<file path="src/hw/rtl/qmm_pkg.sv">
// ----------------------------------------------------------------------------
// qmm_pkg
// types, constants and codes shared by the quad motor mixer blocks
// ----------------------------------------------------------------------------
package qmm_pkg;

	localparam int THRUST_W   = 14;
	localparam int ATT_W      = 15;
	localparam int LIMIT_W    = 14;
	localparam int SERVO_W    = 12;
	localparam int PULSE_W    = 13;
	localparam int LEVEL_W    = THRUST_W - 2;
	localparam int SUM_W      = 18;
	localparam int CFG_IDX_W  = 3;
	localparam int CFG_DATA_W = 14;
	localparam int NUM_MOTORS = 4;

	localparam int DECAY_PERCENT = 70;
	localparam int CUTOFF_LEVEL  = 50;
	localparam int MAX_RESULTS   = 16;
	localparam int DECAY_STEPS   = MAX_RESULTS - 1;
	localparam int STEP_W        = $clog2(MAX_RESULTS);

	// level * percent / 100 as one multiply by a scaled reciprocal
	localparam int RECIP_SHIFT  = 26;
	localparam int RECIP_100    = ((1 << RECIP_SHIFT) + 99) / 100;
	localparam int DECAY_MULT   = DECAY_PERCENT * RECIP_100;
	localparam int DECAY_MULT_W = $clog2(DECAY_MULT + 1);
	localparam int PROD_W       = LEVEL_W + DECAY_MULT_W;

	localparam int QUEUE_DEPTH = 2;
	localparam int QPTR_W      = $clog2(QUEUE_DEPTH);

	localparam logic [LIMIT_W-1:0] RST_ATTITUDE_LIMIT = LIMIT_W'(500);
	localparam logic [LIMIT_W-1:0] RST_THRUST_LIMIT   = LIMIT_W'(4000);
	localparam logic [SERVO_W-1:0] RST_SERVO_SPAN     = SERVO_W'(1000);
	localparam logic [SERVO_W-1:0] RST_SERVO_BASE     = SERVO_W'(1000);
	localparam logic               RST_DECAY_ENABLE   = 1'b1;

	localparam logic CMD_DRIVE = 1'b0;
	localparam logic CMD_STOP  = 1'b1;

	typedef enum logic [CFG_IDX_W-1:0] {
		REG_ATTITUDE_LIMIT = 3'd0,
		REG_THRUST_LIMIT   = 3'd1,
		REG_SERVO_SPAN     = 3'd2,
		REG_SERVO_BASE     = 3'd3,
		REG_DECAY_ENABLE   = 3'd4
	} qmm_reg_t;

	typedef enum logic [1:0] {
		FAULT_NONE     = 2'd0,
		FAULT_ATTITUDE = 2'd1,
		FAULT_THRUST   = 2'd2,
		FAULT_SERVO    = 2'd3
	} qmm_fault_t;

	typedef enum logic [1:0] {
		JOB_DRIVE = 2'd0,
		JOB_FAULT = 2'd1,
		JOB_STOP  = 2'd2
	} qmm_kind_t;

	typedef enum logic [1:0] {
		ST_IDLE   = 2'd0,
		ST_SINGLE = 2'd1,
		ST_DECAY  = 2'd2
	} qmm_state_t;

	typedef struct packed {
		logic [LIMIT_W-1:0] attitude_limit;
		logic [LIMIT_W-1:0] thrust_limit;
		logic [SERVO_W-1:0] servo_span;
		logic [SERVO_W-1:0] servo_base;
		logic               decay_enable;
	} qmm_cfg_t;

	typedef struct packed {
		logic                    cmd;
		logic [THRUST_W-1:0]     thrust;
		logic signed [ATT_W-1:0] roll;
		logic signed [ATT_W-1:0] pitch;
		logic signed [ATT_W-1:0] yaw;
	} qmm_item_t;

	typedef struct packed {
		qmm_kind_t                          kind;
		qmm_fault_t                         fault;
		logic [NUM_MOTORS-1:0][SERVO_W-1:0] mix;
		logic [LEVEL_W-1:0]                 level;
	} qmm_job_t;

	typedef struct packed {
		logic [NUM_MOTORS-1:0][PULSE_W-1:0] pulse;
		qmm_fault_t                         fault;
		logic                               pulses_valid;
		logic                               last;
	} qmm_res_t;

endpackage

</file>
<file path="src/hw/rtl/qmm_req_if.sv">
// ----------------------------------------------------------------------------
// qmm_req_if
// request channel: command and attitude/thrust demand
// ----------------------------------------------------------------------------
interface qmm_req_if
	import qmm_pkg::*;
();
	logic                    valid;
	logic                    ready;
	logic                    cmd;
	logic [THRUST_W-1:0]     thrust;
	logic signed [ATT_W-1:0] roll;
	logic signed [ATT_W-1:0] pitch;
	logic signed [ATT_W-1:0] yaw;

	modport source (output valid, cmd, thrust, roll, pitch, yaw, input ready);
	modport sink   (input valid, cmd, thrust, roll, pitch, yaw, output ready);
endinterface

</file>
<file path="src/hw/rtl/qmm_rsp_if.sv">
// ----------------------------------------------------------------------------
// qmm_rsp_if
// result channel: four motor pulse widths with fault and framing flags
// ----------------------------------------------------------------------------
interface qmm_rsp_if
	import qmm_pkg::*;
();
	logic               valid;
	logic               ready;
	logic [PULSE_W-1:0] front_left_pulse;
	logic [PULSE_W-1:0] front_right_pulse;
	logic [PULSE_W-1:0] rear_left_pulse;
	logic [PULSE_W-1:0] rear_right_pulse;
	logic [1:0]         fault;
	logic               pulses_valid;
	logic               last;

	modport source (
		output valid, front_left_pulse, front_right_pulse, rear_left_pulse,
			rear_right_pulse, fault, pulses_valid, last,
		input ready
	);
	modport sink (
		input valid, front_left_pulse, front_right_pulse, rear_left_pulse,
			rear_right_pulse, fault, pulses_valid, last,
		output ready
	);
endinterface

</file>
<file path="src/hw/rtl/qmm_cfg_if.sv">
// ----------------------------------------------------------------------------
// qmm_cfg_if
// register write channel
// ----------------------------------------------------------------------------
interface qmm_cfg_if
	import qmm_pkg::*;
();
	logic                  valid;
	logic                  ready;
	logic [CFG_IDX_W-1:0]  index;
	logic [CFG_DATA_W-1:0] data;

	modport source (output valid, index, data, input ready);
	modport sink   (input valid, index, data, output ready);
endinterface

</file>
<file path="src/hw/rtl/qmm_fifo.sv">
// ----------------------------------------------------------------------------
// qmm_fifo
// short job queue between the classifier and the result sequencer
// ----------------------------------------------------------------------------
module qmm_fifo
	import qmm_pkg::*;
(
	input  logic     clk,
	input  logic     arst_n,
	input  logic     push,
	input  qmm_job_t push_job,
	output logic     full,
	input  logic     pop,
	output qmm_job_t pop_job,
	output logic     empty
);

	qmm_job_t            slot_q [QUEUE_DEPTH];
	logic [QPTR_W-1:0]   wr_ptr_q;
	logic [QPTR_W-1:0]   rd_ptr_q;
	logic [QPTR_W:0]     count_q;

	assign full    = (count_q == (QPTR_W+1)'(QUEUE_DEPTH));
	assign empty   = (count_q == '0);
	assign pop_job = slot_q[rd_ptr_q];

	always_ff @(posedge clk) begin
		if (push) begin
			slot_q[wr_ptr_q] <= push_job;
		end
	end

	always_ff @(posedge clk or negedge arst_n) begin
		if (!arst_n) begin
			wr_ptr_q <= '0;
			rd_ptr_q <= '0;
			count_q  <= '0;
		end else begin
			if (push) begin
				wr_ptr_q <= wr_ptr_q + 1'b1;
			end
			if (pop) begin
				rd_ptr_q <= rd_ptr_q + 1'b1;
			end
			if (push && !pop) begin
				count_q <= count_q + 1'b1;
			end else if (pop && !push) begin
				count_q <= count_q - 1'b1;
			end
		end
	end

endmodule

</file>
<file path="src/hw/rtl/qmm_front.sv">
// ----------------------------------------------------------------------------
// qmm_front
// takes requests, range-checks and mixes them, and queues a job per request
// ----------------------------------------------------------------------------
module qmm_front
	import qmm_pkg::*;
(
	input  logic     clk,
	input  logic     arst_n,
	qmm_req_if.sink  req,
	input  qmm_cfg_t cfg,
	input  logic     q_full,
	output logic     q_push,
	output qmm_job_t q_job
);

	qmm_item_t item_q;
	logic      item_valid_q;
	logic      halt_q;

	logic signed [15:0]      lim_s;
	logic signed [15:0]      roll_w, pitch_w, yaw_w;
	logic signed [SUM_W-1:0] t_e, r_e, p_e, y_e;
	logic signed [SUM_W-1:0] sum [NUM_MOTORS];
	logic [NUM_MOTORS-1:0]   mix_ok;
	logic                    att_bad;
	logic                    thr_bad;
	logic                    is_stop;

	assign q_push    = item_valid_q && !q_full;
	assign req.ready = !item_valid_q || q_push;

	always_comb begin
		lim_s   = 16'(cfg.attitude_limit);
		roll_w  = 16'(item_q.roll);
		pitch_w = 16'(item_q.pitch);
		yaw_w   = 16'(item_q.yaw);
		t_e     = SUM_W'(item_q.thrust);
		r_e     = SUM_W'(item_q.roll);
		p_e     = SUM_W'(item_q.pitch);
		y_e     = SUM_W'(item_q.yaw);

		is_stop = halt_q || (item_q.thrust == '0) || (item_q.cmd == CMD_STOP);
		att_bad = (roll_w > lim_s) || (roll_w < -lim_s) ||
			(pitch_w > lim_s) || (pitch_w < -lim_s) ||
			(yaw_w > lim_s) || (yaw_w < -lim_s);
		thr_bad = (item_q.thrust > cfg.thrust_limit);

		// motor order: front left, front right, rear left, rear right
		sum[0] = t_e + r_e + p_e + y_e;
		sum[1] = t_e - r_e + p_e - y_e;
		sum[2] = t_e + r_e - p_e - y_e;
		sum[3] = t_e - r_e - p_e + y_e;

		q_job.kind  = JOB_DRIVE;
		q_job.fault = FAULT_NONE;
		q_job.level = item_q.thrust[THRUST_W-1:2];
		for (int i = 0; i < NUM_MOTORS; i++) begin
			// sums of -1..-3 truncate to zero and pass
			if (sum[i][SUM_W-1]) begin
				mix_ok[i]   = (sum[i] > -18'sd4);
				q_job.mix[i] = '0;
			end else begin
				mix_ok[i]   = (sum[i][SUM_W-2:2] <= (SUM_W-3)'(cfg.servo_span));
				q_job.mix[i] = sum[i][SERVO_W+1:2];
			end
		end

		if (is_stop) begin
			q_job.kind = JOB_STOP;
		end else if (att_bad) begin
			q_job.kind  = JOB_FAULT;
			q_job.fault = FAULT_ATTITUDE;
		end else if (thr_bad) begin
			q_job.kind  = JOB_FAULT;
			q_job.fault = FAULT_THRUST;
		end else if (!(&mix_ok)) begin
			q_job.kind  = JOB_FAULT;
			q_job.fault = FAULT_SERVO;
		end
	end

	always_ff @(posedge clk) begin
		if (req.valid && req.ready) begin
			item_q.cmd    <= req.cmd;
			item_q.thrust <= req.thrust;
			item_q.roll   <= req.roll;
			item_q.pitch  <= req.pitch;
			item_q.yaw    <= req.yaw;
		end
	end

	always_ff @(posedge clk or negedge arst_n) begin
		if (!arst_n) begin
			item_valid_q <= 1'b0;
			halt_q       <= 1'b0;
		end else begin
			if (req.valid && req.ready) begin
				item_valid_q <= 1'b1;
			end else if (q_push) begin
				item_valid_q <= 1'b0;
			end
			if (q_push && (q_job.kind == JOB_FAULT)) begin
				halt_q <= 1'b1;
			end
		end
	end

endmodule

</file>
<file path="src/hw/rtl/qmm_back.sv">
// ----------------------------------------------------------------------------
// qmm_back
// pops jobs and emits the single result or the soft stop sequence
// ----------------------------------------------------------------------------
module qmm_back
	import qmm_pkg::*;
(
	input  logic      clk,
	input  logic      arst_n,
	input  qmm_cfg_t  cfg,
	input  logic      q_empty,
	input  qmm_job_t  q_job,
	output logic      q_pop,
	qmm_rsp_if.source rsp
);

	qmm_state_t         state_q, state_d;
	qmm_job_t           job_q;
	logic [LEVEL_W-1:0] level_q, level_d;
	logic [STEP_W-1:0]  step_q, step_d;
	qmm_res_t           res_q, res_d;
	logic               rsp_valid_q;
	logic               out_free;
	logic               emit;
	logic [PROD_W-1:0]  prod;
	logic [LEVEL_W-1:0] scaled;
	logic [LEVEL_W-1:0] next_level;

	assign out_free = !rsp_valid_q || rsp.ready;

	assign rsp.valid             = rsp_valid_q;
	assign rsp.front_left_pulse  = res_q.pulse[0];
	assign rsp.front_right_pulse = res_q.pulse[1];
	assign rsp.rear_left_pulse   = res_q.pulse[2];
	assign rsp.rear_right_pulse  = res_q.pulse[3];
	assign rsp.fault             = res_q.fault;
	assign rsp.pulses_valid      = res_q.pulses_valid;
	assign rsp.last              = res_q.last;

	always_comb begin
		prod   = PROD_W'(level_q) * PROD_W'(DECAY_MULT);
		scaled = prod[RECIP_SHIFT +: LEVEL_W];
		if (!cfg.decay_enable || (scaled <= LEVEL_W'(CUTOFF_LEVEL))) begin
			next_level = '0;
		end else begin
			next_level = scaled;
		end

		state_d = state_q;
		level_d = level_q;
		step_d  = step_q;
		q_pop   = 1'b0;
		emit    = 1'b0;
		res_d   = '0;

		case (state_q)
			ST_IDLE: begin
				if (!q_empty) begin
					q_pop   = 1'b1;
					level_d = q_job.level;
					step_d  = '0;
					state_d = (q_job.kind == JOB_STOP) ? ST_DECAY : ST_SINGLE;
				end
			end
			ST_SINGLE: begin
				if (out_free) begin
					emit       = 1'b1;
					res_d.last = 1'b1;
					if (job_q.kind == JOB_FAULT) begin
						res_d.fault = job_q.fault;
					end else begin
						res_d.pulses_valid = 1'b1;
						for (int i = 0; i < NUM_MOTORS; i++) begin
							res_d.pulse[i] = PULSE_W'(cfg.servo_base) +
								PULSE_W'(job_q.mix[i]);
						end
					end
					state_d = ST_IDLE;
				end
			end
			ST_DECAY: begin
				if (out_free) begin
					emit               = 1'b1;
					res_d.pulses_valid = 1'b1;
					if ((level_q != '0) && (step_q != STEP_W'(DECAY_STEPS))) begin
						for (int i = 0; i < NUM_MOTORS; i++) begin
							res_d.pulse[i] = PULSE_W'(cfg.servo_base) +
								PULSE_W'(next_level);
						end
						level_d = next_level;
						step_d  = step_q + 1'b1;
					end else begin
						// closing result parks all motors at the base pulse
						for (int i = 0; i < NUM_MOTORS; i++) begin
							res_d.pulse[i] = PULSE_W'(cfg.servo_base);
						end
						res_d.last = 1'b1;
						state_d    = ST_IDLE;
					end
				end
			end
			default: begin
				state_d = ST_IDLE;
			end
		endcase
	end

	always_ff @(posedge clk) begin
		if (q_pop) begin
			job_q <= q_job;
		end
		level_q <= level_d;
		step_q  <= step_d;
		if (emit) begin
			res_q <= res_d;
		end
	end

	always_ff @(posedge clk or negedge arst_n) begin
		if (!arst_n) begin
			state_q     <= ST_IDLE;
			rsp_valid_q <= 1'b0;
		end else begin
			state_q <= state_d;
			if (emit) begin
				rsp_valid_q <= 1'b1;
			end else if (rsp.ready) begin
				rsp_valid_q <= 1'b0;
			end
		end
	end

endmodule

</file>
<file path="src/hw/rtl/quad_motor_mixer_with_soft_stop.sv">
// ----------------------------------------------------------------------------
// quad_motor_mixer_with_soft_stop
// x-frame quad motor mixer with latched fault halt and decaying soft stop
// ----------------------------------------------------------------------------
// req carries one command with thrust, roll, pitch and yaw; it is taken when
// req.valid and req.ready are both high. rsp returns the results of each
// request in order, the final one flagged by last; a drive update or a fault
// gives one result, a stop gives up to 15 decay results and a closing one.
// cfg writes a register by index whenever valid is high (ready stays high);
// write only while no request is in flight.
// a taken request passes the input register, the job queue, the job register
// and the result register on its way to rsp. the result sequencer first picks
// up a job, then gives one result per cycle while rsp.ready is high.
// the sequencer sets the rate; a two-entry job queue lets the classifier take
// requests ahead of it.
// a stalled receiver holds the result register; the sequencer then waits and
// the queue and input register back up until req.ready drops.
// reset clears the halt, the queue and the output, and loads the register
// defaults; no clearing pass is needed.
// ----------------------------------------------------------------------------
module quad_motor_mixer_with_soft_stop
	import qmm_pkg::*;
(
	input  logic      clk,
	input  logic      arst_n,
	qmm_req_if.sink   req,
	qmm_rsp_if.source rsp,
	qmm_cfg_if.sink   cfg
);

	qmm_cfg_t cfg_q;
	logic     q_push;
	logic     q_pop;
	logic     q_full;
	logic     q_empty;
	qmm_job_t push_job;
	qmm_job_t pop_job;

	assign cfg.ready = 1'b1;

	always_ff @(posedge clk or negedge arst_n) begin
		if (!arst_n) begin
			cfg_q.attitude_limit <= RST_ATTITUDE_LIMIT;
			cfg_q.thrust_limit   <= RST_THRUST_LIMIT;
			cfg_q.servo_span     <= RST_SERVO_SPAN;
			cfg_q.servo_base     <= RST_SERVO_BASE;
			cfg_q.decay_enable   <= RST_DECAY_ENABLE;
		end else if (cfg.valid && cfg.ready) begin
			case (qmm_reg_t'(cfg.index))
				REG_ATTITUDE_LIMIT: cfg_q.attitude_limit <= cfg.data[LIMIT_W-1:0];
				REG_THRUST_LIMIT:   cfg_q.thrust_limit   <= cfg.data[LIMIT_W-1:0];
				REG_SERVO_SPAN:     cfg_q.servo_span     <= cfg.data[SERVO_W-1:0];
				REG_SERVO_BASE:     cfg_q.servo_base     <= cfg.data[SERVO_W-1:0];
				REG_DECAY_ENABLE:   cfg_q.decay_enable   <= cfg.data[0];
				default: begin
				end
			endcase
		end
	end

	qmm_front u_front (
		.clk    (clk),
		.arst_n (arst_n),
		.req    (req),
		.cfg    (cfg_q),
		.q_full (q_full),
		.q_push (q_push),
		.q_job  (push_job)
	);

	qmm_fifo u_fifo (
		.clk      (clk),
		.arst_n   (arst_n),
		.push     (q_push),
		.push_job (push_job),
		.full     (q_full),
		.pop      (q_pop),
		.pop_job  (pop_job),
		.empty    (q_empty)
	);

	qmm_back u_back (
		.clk     (clk),
		.arst_n  (arst_n),
		.cfg     (cfg_q),
		.q_empty (q_empty),
		.q_job   (pop_job),
		.q_pop   (q_pop),
		.rsp     (rsp)
	);

endmodule

</file>
<file path="src/flat_wrapper.sv">
// flat-port wrapper written by rule: the top's interface ports become plain ports
module quad_motor_mixer_with_soft_stop_flat import qmm_pkg::*;
  (clk, arst_n, req_valid, req_cmd, req_thrust, req_roll, req_pitch, req_yaw, req_ready, rsp_valid, rsp_front_left_pulse, rsp_front_right_pulse, rsp_rear_left_pulse, rsp_rear_right_pulse, rsp_fault, rsp_pulses_valid, rsp_last, rsp_ready, cfg_valid, cfg_index, cfg_data, cfg_ready);
  qmm_req_if req_i ();
  qmm_rsp_if rsp_i ();
  qmm_cfg_if cfg_i ();
  input  logic clk;
  input  logic arst_n;
  input wire logic [$bits(req_i.valid)-1:0] req_valid;
  input wire logic [$bits(req_i.cmd)-1:0] req_cmd;
  input wire logic [$bits(req_i.thrust)-1:0] req_thrust;
  input wire logic [$bits(req_i.roll)-1:0] req_roll;
  input wire logic [$bits(req_i.pitch)-1:0] req_pitch;
  input wire logic [$bits(req_i.yaw)-1:0] req_yaw;
  output wire logic [$bits(req_i.ready)-1:0] req_ready;
  output wire logic [$bits(rsp_i.valid)-1:0] rsp_valid;
  output wire logic [$bits(rsp_i.front_left_pulse)-1:0] rsp_front_left_pulse;
  output wire logic [$bits(rsp_i.front_right_pulse)-1:0] rsp_front_right_pulse;
  output wire logic [$bits(rsp_i.rear_left_pulse)-1:0] rsp_rear_left_pulse;
  output wire logic [$bits(rsp_i.rear_right_pulse)-1:0] rsp_rear_right_pulse;
  output wire logic [$bits(rsp_i.fault)-1:0] rsp_fault;
  output wire logic [$bits(rsp_i.pulses_valid)-1:0] rsp_pulses_valid;
  output wire logic [$bits(rsp_i.last)-1:0] rsp_last;
  input wire logic [$bits(rsp_i.ready)-1:0] rsp_ready;
  input wire logic [$bits(cfg_i.valid)-1:0] cfg_valid;
  input wire logic [$bits(cfg_i.index)-1:0] cfg_index;
  input wire logic [$bits(cfg_i.data)-1:0] cfg_data;
  output wire logic [$bits(cfg_i.ready)-1:0] cfg_ready;
  assign req_i.valid = req_valid;
  assign req_i.cmd = req_cmd;
  assign req_i.thrust = req_thrust;
  assign req_i.roll = req_roll;
  assign req_i.pitch = req_pitch;
  assign req_i.yaw = req_yaw;
  assign req_ready = req_i.ready;
  assign rsp_valid = rsp_i.valid;
  assign rsp_front_left_pulse = rsp_i.front_left_pulse;
  assign rsp_front_right_pulse = rsp_i.front_right_pulse;
  assign rsp_rear_left_pulse = rsp_i.rear_left_pulse;
  assign rsp_rear_right_pulse = rsp_i.rear_right_pulse;
  assign rsp_fault = rsp_i.fault;
  assign rsp_pulses_valid = rsp_i.pulses_valid;
  assign rsp_last = rsp_i.last;
  assign rsp_i.ready = rsp_ready;
  assign cfg_i.valid = cfg_valid;
  assign cfg_i.index = cfg_index;
  assign cfg_i.data = cfg_data;
  assign cfg_ready = cfg_i.ready;
  quad_motor_mixer_with_soft_stop u_core (.clk(clk), .arst_n(arst_n), .req(req_i), .rsp(rsp_i), .cfg(cfg_i));
endmodule
</file>
<file path="config.mk">
export PLATFORM = sky130hd
export DESIGN_NAME = quad_motor_mixer_with_soft_stop_flat
export DESIGN_NICKNAME = d
export VERILOG_FILES = /design/src/hw/rtl/qmm_pkg.sv /design/src/hw/rtl/qmm_req_if.sv /design/src/hw/rtl/qmm_rsp_if.sv /design/src/hw/rtl/qmm_cfg_if.sv /design/src/hw/rtl/qmm_fifo.sv /design/src/hw/rtl/qmm_front.sv /design/src/hw/rtl/qmm_back.sv /design/src/hw/rtl/quad_motor_mixer_with_soft_stop.sv /design/src/flat_wrapper.sv
export SDC_FILE = /design/constraint.sdc
export NUM_CORES = 1
export LEC_CHECK = 0
export ABC_AREA = 1
export BUFFER_PORTS_ARGS = -buffer_cell sky130_fd_sc_hd__buf_2
export CAP_MARGIN = 20
export CORE_UTILIZATION = 35
export DETAILED_ROUTE_END_ITERATION = 12
export PLACE_DENSITY = 0.52
export SLEW_MARGIN = 20
export SYNTH_ARGS = -nofsm -noshare
export SYNTH_HDL_FRONTEND = slang
export SYNTH_SLANG_ARGS = --single-unit
</file>
<file path="constraint.sdc">
create_clock -name clk -period 12.77 [get_ports clk]
set_clock_uncertainty 0.1 [all_clocks]
set_input_delay 0 -clock clk [delete_from_list [all_inputs] [get_ports clk]]
set_output_delay 0 -clock clk [all_outputs]
set_load 0.02 [all_outputs]
</file>
==> key figures <==
Status
  • Run status: finished, violations left
  • Failing checks: hold timing

Clocking
  • CTS tree: built
  • Clk_lat worst skew: 0.60 ns
  • CTS resizes: 0
  • Setup Fix Bufs, Post-CTS: 0
  • CTS Hold Bufs: 111
  • Root Buffer Master: clkbuf_16
  • Clock Path Buffers: 3
  • CTS Buf Count: 43
  • H-tree Lvls: 2
  • Clock-pin slew on the worst setup and hold paths: 0.08 ns
  • TritonCTS Sinks: 374

Synthesis
  • Number of synthesized register bits: 374
  • Synth Cell Area: 32,390 um2
  • Post-Synth Simple-Gate Area: 21.15%
  • Register area share after synthesis: 33.81%
  • Post-Synth XOR/XNOR Area: 1.487%
  • Synth Net Count: 4,617
  • EDFF count, synth: 312
  • Synth top area cells: edfxtp_1 (29%), ha_1 (16%), nand2_1 (12%), fa_1 (9.3%), inv_1 (8.4%)
  • Largest family of logic cells by synthesized area: adder cells
  • Top FF cell, synth: edfxtp_1
  • Multiplexer area fraction after synthesis: 0%
  • Post-Syn Instances: 3,968
  • Area leader, netlist: edfxtp_1
  • Synth Area in Adders: 25.38%
  • Synth Area in Compound Gates: 9.058%
  • Post-synth top area share: 28.92%
  • Synth async-reset ratio: 16.58%
  • Post-synthesis area per instance: 8.163 um2
  • Synth warnings: 0
  • Yosys cell types: 50

Place
  • Gpl congestion: 0.9582
  • Port Buf Inserts: 139
  • # placed instances: 5,256
  • Hpwl dp: 81,440 um

Cells and area
  • Post-route insts no fill: 5,447
  • Area Overhead vs Synth: 14.28%
  • Share of layout cells above drive strength 1: 6.970%
  • Final #Nets: 4,875
  • Antenna Cells: 0
  • Fillers: 9,449

Floorplanning
  • Total die area: 93,770 um2
  • Die Span Y: 306.2 um
  • Ports: 141
  • Initial Utilization: 35.34%
  • Core ar.: 91,660 um2
  • Die X: 306.2 um
  • Num rows: 111

Routing
  • DRC: 0
  • Vias: 26,445
  • Iter 0 DRT Violations: 1,749
  • Total wire length: 98,970 um
  • Number of routed nets with antenna violations: 0
  • DR WL/cell: 18.17 um
  • Via density: 4.855
  • Drt pass-1 iters: 5

Global route
  • Vias in the first global route: 25,567
  • First-pass GRT wire length: 152,300 um
  • Grt total ovfl: 0
  • Gr usage total: 21.27%
  • Antenna violations before repair: 0
  • Pin count of the biggest net entering global routing: 66

Timing
  • Max Clk Rate: 122.5 MHz
  • Period utilization: 63.90%
  • Worst-margin pin slew: 1.016 ns
  • Min Hold Slack: -0.00009648 ns
  • Slew Viols, Final: 0
  • Setup tns final: 0 ns
  • Endpoints failing hold: 1
  • RSZ-0062 raised after global routing: false
  • Setup violations, final: 0
  • Post-layout min period: 8.160 ns
  • Rel. slew slack: 32.11%

Critical path
  • Worst EP required: 12.99 ns
  • Worst r2r src: u_core.u_back.level_q[6]
  • CP Class: flop to flop
  • Crit. End Element: flop
  • Slowest stage delay, CP: 0.59 ns
  • Crit Path Max Fanout: 14
  • CP arrival: 8.38 ns
  • Worst path most repeated cell: inv_1
  • Crit. Startpoint: u_core.u_back.level_q[6]
  • Critical Path Source Type: flop
  • Slowest CP cell: fa_1

Min path
  • Worst hold-check path type: input pin to asynchronous set/reset pin

Run
  • Maxcap violations: 0
==> critical path: cells and delay by family (launching register included) <==
family | cells | cell delay [ns]
compound gates | 10 | 2.07
buf+inv | 6 | 0.52
simple gates | 10 | 1.54
flops | 1 | 0.49
fa+ha+maj | 8 | 3.15
==> layout by cell type (no fill, tap or decap), types with 43 or more instances in the layout <==
| cell | count |
|---|---|
| nand2_1 | 1066 |
| inv_1 | 725 |
| ha_1 | 417 |
| edfxtp_1 | 312 |
| a21oi_1 | 275 |
| nor2_1 | 229 |
| o21ai_0 | 171 |
| nand3_1 | 161 |
| fa_1 | 150 |
| buf_2 | 139 |
| dlygate4sd3_1 | 111 |
| nand4_1 | 55 |
| nor3_1 | 53 |
| xor2_1 | 45 |
| clkbuf_16 | 43 |
==> layer usage <==
layer	share of wire [%]	track usage [%]	vias to the layer above
li1	-	-	13421
met1	49	30.34	12279
met5	0	0	-
met2	44	34.39	646
met3	4.5	2.240	99
met4	2.3	5.209	0
==> state kept, by name (all words and copies together), names as in the netlist, 13 cells and up <==
signal	cells
u_core.cfg_q	53
u_core.u_back.job_q	52
u_core.u_back.rsp.front_left_pulse	13
u_core.u_back.rsp.front_right_pulse	13
u_core.u_back.rsp.rear_left_pulse	13
u_core.u_back.rsp.rear_right_pulse	13
u_core.u_fifo.slot_q	128
u_core.u_front.item_q	48
==> cells in the mapped netlist, drive strengths merged, types with 25 or more instances <==
| cell | number |
|---|---|
| nand2 | 1072 |
| inv | 731 |
| ha | 417 |
| edfxtp | 312 |
| a21oi | 279 |
| nor2 | 246 |
| o21ai | 180 |
| nand3 | 166 |
| fa | 150 |
| nand4 | 55 |
| nor3 | 54 |
| xor2 | 45 |
| dfrtp | 37 |
| clkbuf | 35 |
| dfstp | 25 |
==> logic make-up (layout without fill, tap and decap cells) <==
| family | after synthesis | after routing |
|---|---|---|
| compound gates | 542 | 542 |
| buf+inv | 780 | 1073 |
| xor+xnor | 55 | 55 |
| other cells | 1 | 1 |
| fa+ha+maj | 567 | 567 |
| flops | 374 | 374 |
| simple gates | 1649 | 1649 |
==> cell type report <==
cell class,count,area [um2],share of cell area (%)
multi-input combinational,2814,18510,50.02
tap,1186,1484,4.009
clock inverter,27,274.0,0.7403
sequential,374,10950,29.59
clock buffer,53,1154,3.117
inverter,732,2748,7.423
timing repair buffer,261,1889,5.104
==> path summary, 6_finish.rpt <==
check	to	slack, ns	depth (start not counted)
worst max-delay path	u_core.u_back.rsp.front_left_pulse[10]	4.61	34
worst min-delay path	u_core.u_back.rsp.valid	-0.0001	3
worst max register to register	u_core.u_back.rsp.front_left_pulse[10]	4.61	34
worst min register to register	u_core.u_front.halt_q	0.36	2
max in group asynchronous	u_core.u_fifo.rd_ptr_q	11.92	3
min in group clk	u_core.u_front.item_q[3]	0.03	2
==> per-stage QoR <==
stage	hold slack [ns]	instance area [um2]	worst slack [ns]	util, %
final	-0.00009648	37020	4.610	40.38
after global routing	0.009761	37020	4.024	40.38
after CTS	0.00003603	37020	4.566	40.38
after detailed placement	0.07809	34480	4.635	37.61
after global placement	0.07696	34480	4.737	37.61
after floorplan	-0.3956	32390	5.861	-
Power is not shown: default switching activity piles up to over one toggle a cycle in this logic, so the estimate is an artifact.
